<file path="config.mk">
export PLATFORM = sky130hd
export DESIGN_NAME = rational_arith_reduce_top
export DESIGN_NICKNAME = d
export VERILOG_FILES = /design/src/hw/rtl/rar_pkg.sv /design/src/hw/rtl/rar_div.sv /design/src/hw/rtl/rational_arith_reduce_top.sv
export SDC_FILE = /design/constraint.sdc
export NUM_CORES = 2
export LEC_CHECK = 0
export BUFFER_PORTS_ARGS = -buffer_cell sky130_fd_sc_hd__buf_2
export CAP_MARGIN = 0
export CORE_ASPECT_RATIO = 1.25
export CORE_MARGIN = 8
export CORE_UTILIZATION = 34
export CTS_CLUSTER_DIAMETER = 150
export DETAILED_ROUTE_END_ITERATION = 8
export PLACE_DENSITY = 0.58
export SYNTH_ARGS = -nofsm -noshare
export SYNTH_HDL_FRONTEND = slang
export SYNTH_SLANG_ARGS = --single-unit
</file>
<file path="constraint.sdc">
create_clock -name clk -period 29.6 [get_ports clk]
set_input_delay 1.48 -clock clk [delete_from_list [all_inputs] [get_ports clk]]
set_output_delay 1.48 -clock clk [all_outputs]
set_load 0.01 [all_outputs]
</file>
<file path="src/hw/rtl/rar_pkg.sv">
`default_nettype none
// ----------------------------------------------------------------------------
// rar_pkg: shared constants and types for the rational arithmetic block
// Operation codes, default operand width and the result numerator and denominator widths.
// ----------------------------------------------------------------------------
package rar_pkg;

  localparam int OPERAND_WIDTH_DEF = 16;
  localparam int KIND_W = 3;
  localparam int NUM_W = 33;
  localparam int DEN_W = 32;

  localparam logic [KIND_W-1:0] KIND_ADD = 3'd0;
  localparam logic [KIND_W-1:0] KIND_SUB = 3'd1;
  localparam logic [KIND_W-1:0] KIND_MUL = 3'd2;
  localparam logic [KIND_W-1:0] KIND_DIV = 3'd3;
  // Reduce the first fraction; the unused codes above it behave the same.
  localparam logic [KIND_W-1:0] KIND_RED = 3'd4;

  // Control from the sequencer to the divide unit.
  typedef struct packed {
    logic start;
  } div_ctl_t;

endpackage
`default_nettype wire

</file>
<file path="src/hw/rtl/rar_div.sv">
`default_nettype none
// ----------------------------------------------------------------------------
// rar_div: restoring unsigned divider
// Produces quotient and remainder of two magnitudes, one bit per cycle.
// ----------------------------------------------------------------------------
module rar_div #(
  parameter int W = 64
) (
  input  wire logic          clk,
  input  wire logic          rst_n,
  input  wire rar_pkg::div_ctl_t ctl,
  input  wire logic [W-1:0]  dividend,
  input  wire logic [W-1:0]  divisor,
  output logic               done,
  output logic [W-1:0]       quo,
  output logic [W-1:0]       rem
);
  import rar_pkg::*;

  localparam int CW = $clog2(W + 1);

  logic [W-1:0]  q_r, q_nxt;
  logic [W-1:0]  r_r, r_nxt;
  logic [W-1:0]  d_r, d_nxt;
  logic [CW-1:0] cnt_r, cnt_nxt;
  logic          busy_r, busy_nxt;
  logic          done_r, done_nxt;
  logic [W:0]    trial;
  logic [W:0]    diff;

  // One shift-subtract step of the restoring division.
  always_comb begin
    q_nxt = q_r;
    r_nxt = r_r;
    d_nxt = d_r;
    cnt_nxt = cnt_r;
    busy_nxt = busy_r;
    done_nxt = 1'b0;
    trial = {r_r, q_r[W-1]};
    diff = trial - {1'b0, d_r};
    if (ctl.start) begin
      q_nxt = dividend;
      r_nxt = '0;
      d_nxt = divisor;
      cnt_nxt = CW'(W);
      busy_nxt = 1'b1;
    end else if (busy_r) begin
      if (!diff[W]) begin
        r_nxt = diff[W-1:0];
        q_nxt = {q_r[W-2:0], 1'b1};
      end else begin
        r_nxt = trial[W-1:0];
        q_nxt = {q_r[W-2:0], 1'b0};
      end
      cnt_nxt = cnt_r - CW'(1);
      if (cnt_r == CW'(1)) begin
        busy_nxt = 1'b0;
        done_nxt = 1'b1;
      end
    end
  end

  always_ff @(posedge clk) begin
    if (!rst_n) begin
      busy_r <= 1'b0;
      done_r <= 1'b0;
      cnt_r <= '0;
    end else begin
      busy_r <= busy_nxt;
      done_r <= done_nxt;
      cnt_r <= cnt_nxt;
    end
    q_r <= q_nxt;
    r_r <= r_nxt;
    d_r <= d_nxt;
  end

  assign done = done_r;
  assign quo = q_r;
  assign rem = r_r;

endmodule
`default_nettype wire

</file>
<file path="src/hw/rtl/rational_arith_reduce_top.sv">
`default_nettype none
// ----------------------------------------------------------------------------
// rational_arith_reduce_top: rational arithmetic with gcd reduction
// Adds, subtracts, multiplies or divides two fractions, or reduces one, and
// divides the result by the Euclid greatest common divisor.
// ----------------------------------------------------------------------------
// One word is taken at a time; in_tready stays low until its result word has
// been taken. Work runs through one shared restoring divider that retires
// 2*OPERAND_WIDTH+1 quotient bits per division. An item passes through the
// products and sign split (S_MUL1, S_MUL2, S_SPLIT), one division per Euclid
// step (up to about 48 steps on the worst operands, usually far fewer), a
// check that sees the loop end, two final divisions and the result state
// S_OUT, where it waits until the result word is taken with out_tready high.
// 0/0 returns 0/0 with err set and skips the divisions; x/0 reduces to 1/0.
module rational_arith_reduce_top #(
  parameter int OPERAND_WIDTH = rar_pkg::OPERAND_WIDTH_DEF
) (
  input  wire logic                          clk,
  input  wire logic                          rst_n,
  input  wire logic                          in_tvalid,
  output logic                               in_tready,
  // a_num, a_den, b_num, b_den from the lowest bit up
  input  wire logic [((4*OPERAND_WIDTH+7)/8)*8-1:0] in_tdata,
  // kind
  input  wire logic [rar_pkg::KIND_W-1:0]    in_tuser,
  output logic                               out_tvalid,
  input  wire logic                          out_tready,
  // res_num, res_den from the lowest bit up, zero padded
  output logic [71:0]                        out_tdata,
  // err
  output logic                               out_tuser
);
  import rar_pkg::*;

  localparam int OW = OPERAND_WIDTH;
  localparam int PW = 2 * OW + 1;

  typedef enum logic [3:0] {
    S_IDLE, S_MUL1, S_MUL2, S_SPLIT, S_EUCLID, S_EWAIT,
    S_QNUM, S_QNWAIT, S_QDEN, S_QDWAIT, S_OUT
  } state_t;

  state_t         state_r;
  logic [KIND_W-1:0] kind_r;
  logic signed [OW-1:0] an_r, ad_r, bn_r, bd_r;
  logic signed [2*OW-1:0] p1_r;
  logic signed [PW-1:0] num_r, den_r;
  logic           nneg_r, dneg_r, idx_r;
  logic [PW-1:0]  nmag_r, dmag_r, x_r, y_r;
  logic [NUM_W-1:0] res_num_r;
  logic [DEN_W-1:0] res_den_r;
  logic           err_r;

  // Shared multiplier operands; one product a cycle.
  logic signed [OW-1:0] ma, mb;
  logic signed [2*OW-1:0] prod;

  div_ctl_t       dctl;
  logic           ddone;
  logic [PW-1:0]  dquo, drem, ddend, dsor;

  logic [PW-1:0]  q_signed;
  logic           gneg;
  logic signed [PW-1:0] num_f;

  always_comb begin
    ma = an_r;
    mb = bd_r;
    unique case (state_r)
      S_MUL1: begin
        unique case (kind_r)
          KIND_MUL: begin ma = an_r; mb = bn_r; end
          default: begin ma = an_r; mb = bd_r; end
        endcase
      end
      S_MUL2: begin
        unique case (kind_r)
          KIND_DIV: begin ma = ad_r; mb = bn_r; end
          default: begin ma = ad_r; mb = bd_r; end
        endcase
      end
      default: begin ma = ad_r; mb = bn_r; end
    endcase
    prod = ma * mb;
  end

  assign gneg = idx_r ? dneg_r : nneg_r;
  assign dctl.start = (state_r == S_EUCLID) || (state_r == S_QNUM) ||
                      (state_r == S_QDEN);
  assign ddend = (state_r == S_QNUM) ? nmag_r :
                 (state_r == S_QDEN) ? dmag_r : x_r;
  assign dsor = (state_r == S_EUCLID) ? y_r : x_r;

  rar_div #(.W(PW)) u_div (
    .clk(clk), .rst_n(rst_n), .ctl(dctl), .dividend(ddend), .divisor(dsor),
    .done(ddone), .quo(dquo), .rem(drem)
  );

  // Quotient with the sign fixed by the divisor's sign rule.
  always_comb begin
    q_signed = dquo;
    if ((state_r == S_QNWAIT) && (nneg_r != gneg)) q_signed = PW'(0) - dquo;
    if ((state_r == S_QDWAIT) && (dneg_r != gneg)) q_signed = PW'(0) - dquo;
  end

  // Finished numerator; the third product ad*bn is on the multiplier now.
  always_comb begin
    num_f = num_r;
    case (kind_r)
      KIND_ADD: num_f = PW'(p1_r) + PW'(prod);
      KIND_SUB: num_f = PW'(p1_r) - PW'(prod);
      KIND_MUL, KIND_DIV: num_f = PW'(p1_r);
      default: num_f = num_r;
    endcase
  end

  // Sequencer: products, Euclid loop, two final divisions.
  always_ff @(posedge clk) begin
    if (!rst_n) begin
      state_r <= S_IDLE;
    end else begin
      unique case (state_r)
        S_IDLE: if (in_tvalid) begin
          state_r <= S_MUL1;
          an_r <= in_tdata[OW-1:0];
          ad_r <= in_tdata[2*OW-1:OW];
          bn_r <= in_tdata[3*OW-1:2*OW];
          bd_r <= in_tdata[4*OW-1:3*OW];
          kind_r <= in_tuser;
        end
        S_MUL1: begin p1_r <= prod; state_r <= S_MUL2; end
        S_MUL2: begin
          state_r <= S_SPLIT;
          unique case (kind_r) inside
            KIND_ADD, KIND_SUB, KIND_MUL, KIND_DIV: begin
              den_r <= PW'(prod);
            end
            default: begin
              num_r <= PW'(an_r);
              den_r <= PW'(ad_r);
            end
          endcase
        end
        default: ;
      endcase
      // Sign split of the unreduced pair, loaded as the loop enters.
      if (state_r == S_SPLIT) begin
        nneg_r <= num_f[PW-1];
        dneg_r <= den_r[PW-1];
        nmag_r <= num_f[PW-1] ? PW'(0) - num_f : num_f;
        dmag_r <= den_r[PW-1] ? PW'(0) - den_r : den_r;
        x_r <= num_f[PW-1] ? PW'(0) - num_f : num_f;
        y_r <= den_r[PW-1] ? PW'(0) - den_r : den_r;
        idx_r <= 1'b0;
        state_r <= S_EUCLID;
      end
      unique case (state_r)
        S_EUCLID: begin
          if (y_r == '0) begin
            state_r <= (x_r == '0) ? S_OUT : S_QNUM;
            if (x_r == '0) begin
              err_r <= 1'b1;
              res_num_r <= '0;
              res_den_r <= '0;
            end
          end else begin
            state_r <= S_EWAIT;
          end
        end
        S_EWAIT: if (ddone) begin
          x_r <= y_r;
          y_r <= drem;
          idx_r <= ~idx_r;
          state_r <= S_EUCLID;
        end
        S_QNUM: state_r <= S_QNWAIT;
        S_QNWAIT: if (ddone) begin
          res_num_r <= NUM_W'($signed(q_signed));
          state_r <= S_QDEN;
        end
        S_QDEN: state_r <= S_QDWAIT;
        S_QDWAIT: if (ddone) begin
          res_den_r <= DEN_W'($signed(q_signed));
          err_r <= 1'b0;
          state_r <= S_OUT;
        end
        S_OUT: if (out_tready) state_r <= S_IDLE;
        default: ;
      endcase
    end
  end

  assign in_tready = (state_r == S_IDLE);
  assign out_tvalid = (state_r == S_OUT);
  assign out_tdata = {7'd0, res_den_r, res_num_r};
  assign out_tuser = err_r;

`ifndef SYNTHESIS
  a_excl: assert property (@(posedge clk) disable iff (!rst_n)
    !(in_tready && out_tvalid)) else $error("ready while result pending");
  a_err0: assert property (@(posedge clk) disable iff (!rst_n)
    (out_tvalid && out_tuser) |-> (out_tdata == '0)) else $error("err not 0/0");
  a_seq: assert property (@(posedge clk) disable iff (!rst_n)
    (in_tvalid && in_tready) |=> !in_tready) else $error("accepted twice");
`endif

endmodule
`default_nettype wire
</file>
Word-level counts from Yosys, hierarchy flattened
Cells that the tools add are included.
- register bits after elaboration: 460
- word-level logic and storage cells: 135
- bitwise operators: 4
- eq/ne operators: 20
- mux-type cells: 55
- $mul: 1
- $add $sub $neg: 7
- reductions and logical operators: 22
- operator list (cell ; number):
    $mux W33 ; 20
    $pmux W33 S3 ; 1
    $sub A1 B33 Y33 const A ; 3
    $mux W32 ; 3
    $logic_not A33 Y1 ; 2
    $pmux W33 S2 ; 1
    $pmux W32 S2 ; 1
    $mux W16 ; 3
    $sub A34 B33 Y34 ; 1
    $add A32 B32 Y33 ; 1
    $sub A32 B32 Y33 ; 1
    $mul A16 B16 Y32 ; 1
    $mux W4 ; 8
    $pmux W16 S2 ; 1
    $pmux W4 S7 ; 1
    $eq A4 B3 Y1 const B ; 4
    $eq A4 B4 Y1 const B ; 3
    $mux W1 ; 12
    $mux W6 ; 2
    $pmux W4 S3 ; 1
    $reduce_and A5 Y1 ; 2
    $eq A4 B2 Y1 const B ; 2
    $ne A2 B1 Y1 const B ; 4
    $eq A3 B2 Y1 const B ; 2
    17 further kinds ; 29

Depth between registers and ports, before layout
- word-level depth: 11
- gate-level depth with buffers: 51
- gate-level depth less buffers: 45

Modules after synthesis
From an unflattened synthesis, not the netlist that was laid out.
- cell total of the unflattened synthesis: 3567
- area total of the unflattened synthesis: 35547.8 um^2
- modules (own cells, without submodules) (module ; cells an instance ; area each (um^2) ; times used):
    rational_arith_reduce_top ; 2951 ; 29386.9 ; 1
    rar_div ; 616 ; 6160.9 ; 1

Least setup slack after synthesis
OpenSTA, ideal clock, no wires.
- path type: register to register
- start: register kind_r[1]
- end: register x_r[29], data pin
- data arrival time: 11.062 ns
- path buffers: 6
- library setup time: 0.254 ns
- slack: 18.284 ns
- period minus slack after synthesis: 11.316 ns
- cell stages (with the launch flop): 49
- data required time: 29.346 ns
- cells stage by stage: edfxtp_1 > clkbuf_1 > clkinv_1 > nor2_1 > clkbuf_1 > nand3_1 > nand2_1 > clkbuf_1 > nand2_1 > o21ai_0 > clkbuf_1 > nand2_1 > fa_1 > inv_1 > fa_1 > inv_1 > fa_1 > inv_1 > (+13 left out) > nor2_1 > nand4_1 > o21ai_0 > xor2_1 > ha_1 > clkbuf_1 > nand4_1 > nor4_1 > nand2_1 > o21ai_0 > mux2_2 > nor2_1 > xnor2_1 > a211oi_2 > buf_2 > a22oi_1 > xnor2_1 > o21a_1
- longest elaborated chain between the ends: 11
- elaborated cells between the ends (all ways): 17
- classes of those cells: 3 x add/sub; 1 x mul; 3 x eq/ne; 8 x mux; 2 x reduce/logical
- RTL lines (element ; line ; RTL):
    start, declared ; rational_arith_reduce_top.sv:44 ; logic [KIND_W-1:0] kind_r;
    start signal, assigned ; rational_arith_reduce_top.sv:129 ; kind_r <= in_tuser;
    $eq A3 B2 Y1 (on tied branches) ; rational_arith_reduce_top.sv:77, rational_arith_reduce_top.sv:71 ;
    $mux W16 (on tied branches) ; rational_arith_reduce_top.sv:77, rational_arith_reduce_top.sv:71 ;
    $pmux W16 S2 * ; rational_arith_reduce_top.sv:69 ; unique case (state_r)
    $mul A16 B16 Y32 * ; rational_arith_reduce_top.sv:84 ; prod = ma * mb;
    named net prod[19] ; rational_arith_reduce_top.sv:56 ; logic signed [2*OW-1:0] prod;
    $sub A32 B32 Y33 / $add A32 B32 Y33 (equally long branches) ; rational_arith_reduce_top.sv:111, rational_arith_reduce_top.sv:110 ;
    $pmux W33 S3 * ; rational_arith_reduce_top.sv:109 ; case (kind_r)
    $sub A1 B33 Y33 ; rational_arith_reduce_top.sv:152 ; x_r <= num_f[PW-1] ? PW'(0) - num_f : num_f;
    $mux W33 * ; rational_arith_reduce_top.sv:152 ;
    $mux W33 * ; rational_arith_reduce_top.sv:147 ; if (state_r == S_SPLIT) begin
    $mux W33 ; rational_arith_reduce_top.sv:170 ; S_EWAIT: if (ddone) begin
    $mux W33 * ; rational_arith_reduce_top.sv:157 ; unique case (state_r)
    end signal, assigned ; rational_arith_reduce_top.sv:152 ;
    end signal, assigned ; rational_arith_reduce_top.sv:171 ; x_r <= y_r;
    end, declared ; rational_arith_reduce_top.sv:49 ; logic [PW-1:0] nmag_r, dmag_r, x_r, y_r;
Mark *: on every way through the listed nets, which the timed path passes. The rest lies on a longest branch.
A chain may end at the register's enable or synchronous reset.

Final worst setup path
- start: register state_r[0]
- end: register x_r[3], data pin
- elaborated cells between the ends (all ways): 15
- classes of those cells: 3 x add/sub; 1 x mul; 4 x eq/ne; 7 x mux
- RTL lines (element ; line ; RTL):
    start, declared ; rational_arith_reduce_top.sv:43 ; state_t state_r;
    start signal, assigned ; rational_arith_reduce_top.sv:160 ; state_r <= (x_r == '0) ? S_OUT : S_QNUM;
    $eq A4 B2 Y1 / $eq A4 B1 Y1 (equally long branches) ; rational_arith_reduce_top.sv:69 ;
    $pmux W16 S2 / $mux W16 (equally long branches) ; - ;
    $mul A16 B16 Y32 * ; rational_arith_reduce_top.sv:84 ;
    named net prod[19] ; rational_arith_reduce_top.sv:56 ;
    $sub A32 B32 Y33 / $add A32 B32 Y33 (equally long branches) ; rational_arith_reduce_top.sv:111, rational_arith_reduce_top.sv:110 ;
    $pmux W33 S3 * ; rational_arith_reduce_top.sv:109 ;
    $mux W33 * ; rational_arith_reduce_top.sv:152 ;
    $mux W33 * ; rational_arith_reduce_top.sv:147 ;
    $mux W33 ; rational_arith_reduce_top.sv:170 ;
    $mux W33 * ; rational_arith_reduce_top.sv:157 ;
Marks and branches as above.

==> impl_metrics.ini <==
[yosys]
async_reset_ff_share_pct = 0
synthMuxAreaShare_pct = 2.67
syn_avg_cell_area_um2 = 9.60
synth_top_family_by_area = adder cells
seq_area_frac_synth_pct = 37.0
synth_edf_count = 414
synth_compound_area_share_pct = 14.6
synth_cell_types = 93
synth_cells = 3748
synthAdderAreaFrac_pct = 20.0
yosysWarnings = 0
ys.flop_type = edfxtp_1
synth-xor-area-share_pct = 4.67
ys_ff_latch = 459
syn_area_um2 = 36000
synthSimpleGateAreaFrac_pct = 14.8

[critical_path]
endpoint_kind = register
worst_ep_required_time_ns = 29.97
rr_worst_depth = 42
crit_slowest_cell = o21ai_1
crit_path_max_incr_delay_ns = 0.87
critPathMostFrequentCell = fa_1
cp_max_fo = 43
criticalPathCategory = register to register
critPathTopFamily = simple AND/OR/NAND/NOR gates
crit_path_start_kind = register
crit_buf_inv = 5
timing.rr.end = x_r[3]
rrSetupSlack_ns = 15.85
cp.arrival_ns = 14.11
worstReg2RegStart = state_r[0]

[timing]
period_share_pct = 46.4
fin_crit_ns = 13.75
fin_skew_ns = 0.0247
rsz0062_at_grt = no
drv_slew = 0
relSlewSlack_pct = 20.8
hold_violations = 0
max_freq_mhz = 72.7
tightest_slew_ns = 1.17
fin_tns_setup_ns = 0
setup_viol = 0

[clock_network]
numCtsBuffers = 52
clkLatencyLatePin_ns = 0.63
clockBufferDepth = 3
clock_sinks = 459
htree_num_levels = 2
cts_tree = yes
hold_buffers = 0
cts_setup_buffers = 0
clkTransAtPathRegs_ns = 0.06
cts_resized = 0
cts_root_buf = clkbuf_16

[route]
vias = 27600
drt-met1-wl_um = 42200
via_per_inst = 5.21
maxUsedRoutingLayer = met4
met3_length_um = 4720
wl_met2_um = 54500
dr.pass1.iters = 6
drcViolationCount = 0
ant_nets = 0
wirelength_um = 107000
wl_per_cell_um = 20.3
drt_iter0_drc = 1931

[place]
portBuffers = 138
post-dp-hpwl_um = 84200
globalplace.congestion = 0.908

[floorplan]
core_area_um2 = 105000
start_util_pct = 34.2
row_count = 133
die_h_um = 380
dieArea_um2 = 117000
io_pins = 146
die_w_um = 307

[cells_and_area]
syn2layout_area_growth_pct = 11.1
final_common_cell = nand2_1
n_fill_cell = 10700
final_cell_mix = nand2_1 (551), inv_1 (416), edfxtp_1 (414)
fin_nets = 4329
drive_gt1_share_pct = 8.57

[global_route]
grt_pass1_vias = 27900
grt_usage_pct = 18.0
grt-ovfl-total = 0
antenna_found_initial = 2
grt_max_degree = 91
grt_pass1_wl_um = 165000

[hold_path]
hold_path_end = dmag_r[0]
whs_path_depth = 0
worstHoldStart = den_r[0]
hp-class = register to register

[job]
maxCapViolations = 0

[outcome]
status = completed
worst max path at each step:
stage | slack (ns) | startpoint | depth (start not counted) | to
after floorplan | 18.28 | kind_r[1] | 48 | x_r[29]
after global placement | 16.13 | state_r[0] | 42 | x_r[3]
after detailed placement | 15.96 | state_r[0] | 42 | x_r[3]
after CTS | 15.91 | state_r[0] | 42 | x_r[3]
after global routing | 15.00 | state_r[0] | 42 | x_r[3]
final | 15.85 | state_r[0] | 42 | x_r[3]
per-layer routing:
metal	GRT usage, %	vias to the layer above
met1	20.9	13400
met2	32.5	876
met5	0	-
met4	8.97	0
met3	2.00	268
li1	-	13100
Yosys cell counts, drive strengths merged (10+ instances only):
cell	number	share of area, %
dfxtp	45	2.5
a31oi	17	0.30
o22a	34	0.83
o22ai	28	0.49
a21o	61	1.3
ha	153	5.3
inv	418	4.4
o31ai	24	0.50
edfxtp	414	35
nand3	38	0.53
or2	12	0.21
or4	12	0.25
o211ai	15	0.31
a22oi	19	0.42
clkbuf	121	1.3
and2	18	0.31
fa	264	15
o21ai	222	3.1
a221oi	11	0.32
a211o	14	0.34
nand2b	17	0.30
and3	26	0.45
buf	33	0.54
nand2	552	5.8
or3	22	0.38
nor2	361	3.8
o21a	73	1.5
xnor2	121	2.9
mux2i	87	2.4
nor4	35	0.63
a21oi	153	2.3
xor2	71	1.7
a211oi	34	0.75
nor2b	22	0.38
o41ai	10	0.24
nand4	23	0.40
nor3	48	0.70
sequential cells by signal (all words and copies together), names as in the netlist, 6 cells and up:
name	cells
dmag_r	33
nmag_r	33
res_num_r	33
u_div.d_r	33
u_div.quo	33
u_div.rem	33
x_r	33
y_r	33
den_r	32
p1_r	32
res_den_r	32
ad_r	16
an_r	16
bd_r	16
bn_r	16
num_r	16
u_div.cnt_r	6
kinds of logic after synthesis:
kind of cell	count (synthesis)
and+or+nand+nor	1217
AOI/OAI and AO/OA	793
buffers and inverters	574
DFF	459
adders and majority gates	417
xor gates and xnor gates	192
muxes	95
other	1
metrics by stage:
step | hold WS [ns] | util, % | std cells | worst slack [ns] | cell area, um2
floorplan | 0.426 | - | 3755 | 18.28 | 36000
global placement | 0.440 | 36.4 | 5204 | 16.13 | 38300
detailed placement | 0.447 | 36.4 | 5204 | 15.96 | 38300
CTS | 0.474 | 38.0 | 5301 | 15.91 | 40000
global route | 0.494 | 38.0 | 5301 | 15.00 | 40000
finish | 0.465 | 38.0 | 5303 | 15.85 | 40000
final cells by class:
| type | instances | area (um2) | area share [%] |
|---|---|---|---|
| multi-input combinational | 2722 | 20500 | 51.4 |
| sequential | 459 | 13300 | 33.4 |
| tap | 1417 | 1770 | 4.43 |
| inverter | 420 | 1580 | 3.94 |
| clock buffer | 62 | 1340 | 3.35 |
| timing repair buffer | 186 | 1050 | 2.64 |
| clock inverter | 35 | 352 | 0.879 |
| antenna | 2 | 5.00 | 0.0125 |
Power is left out: the tool's default activity adds up to more than one toggle a clock period on the data nets, which glitch-free logic cannot reach.
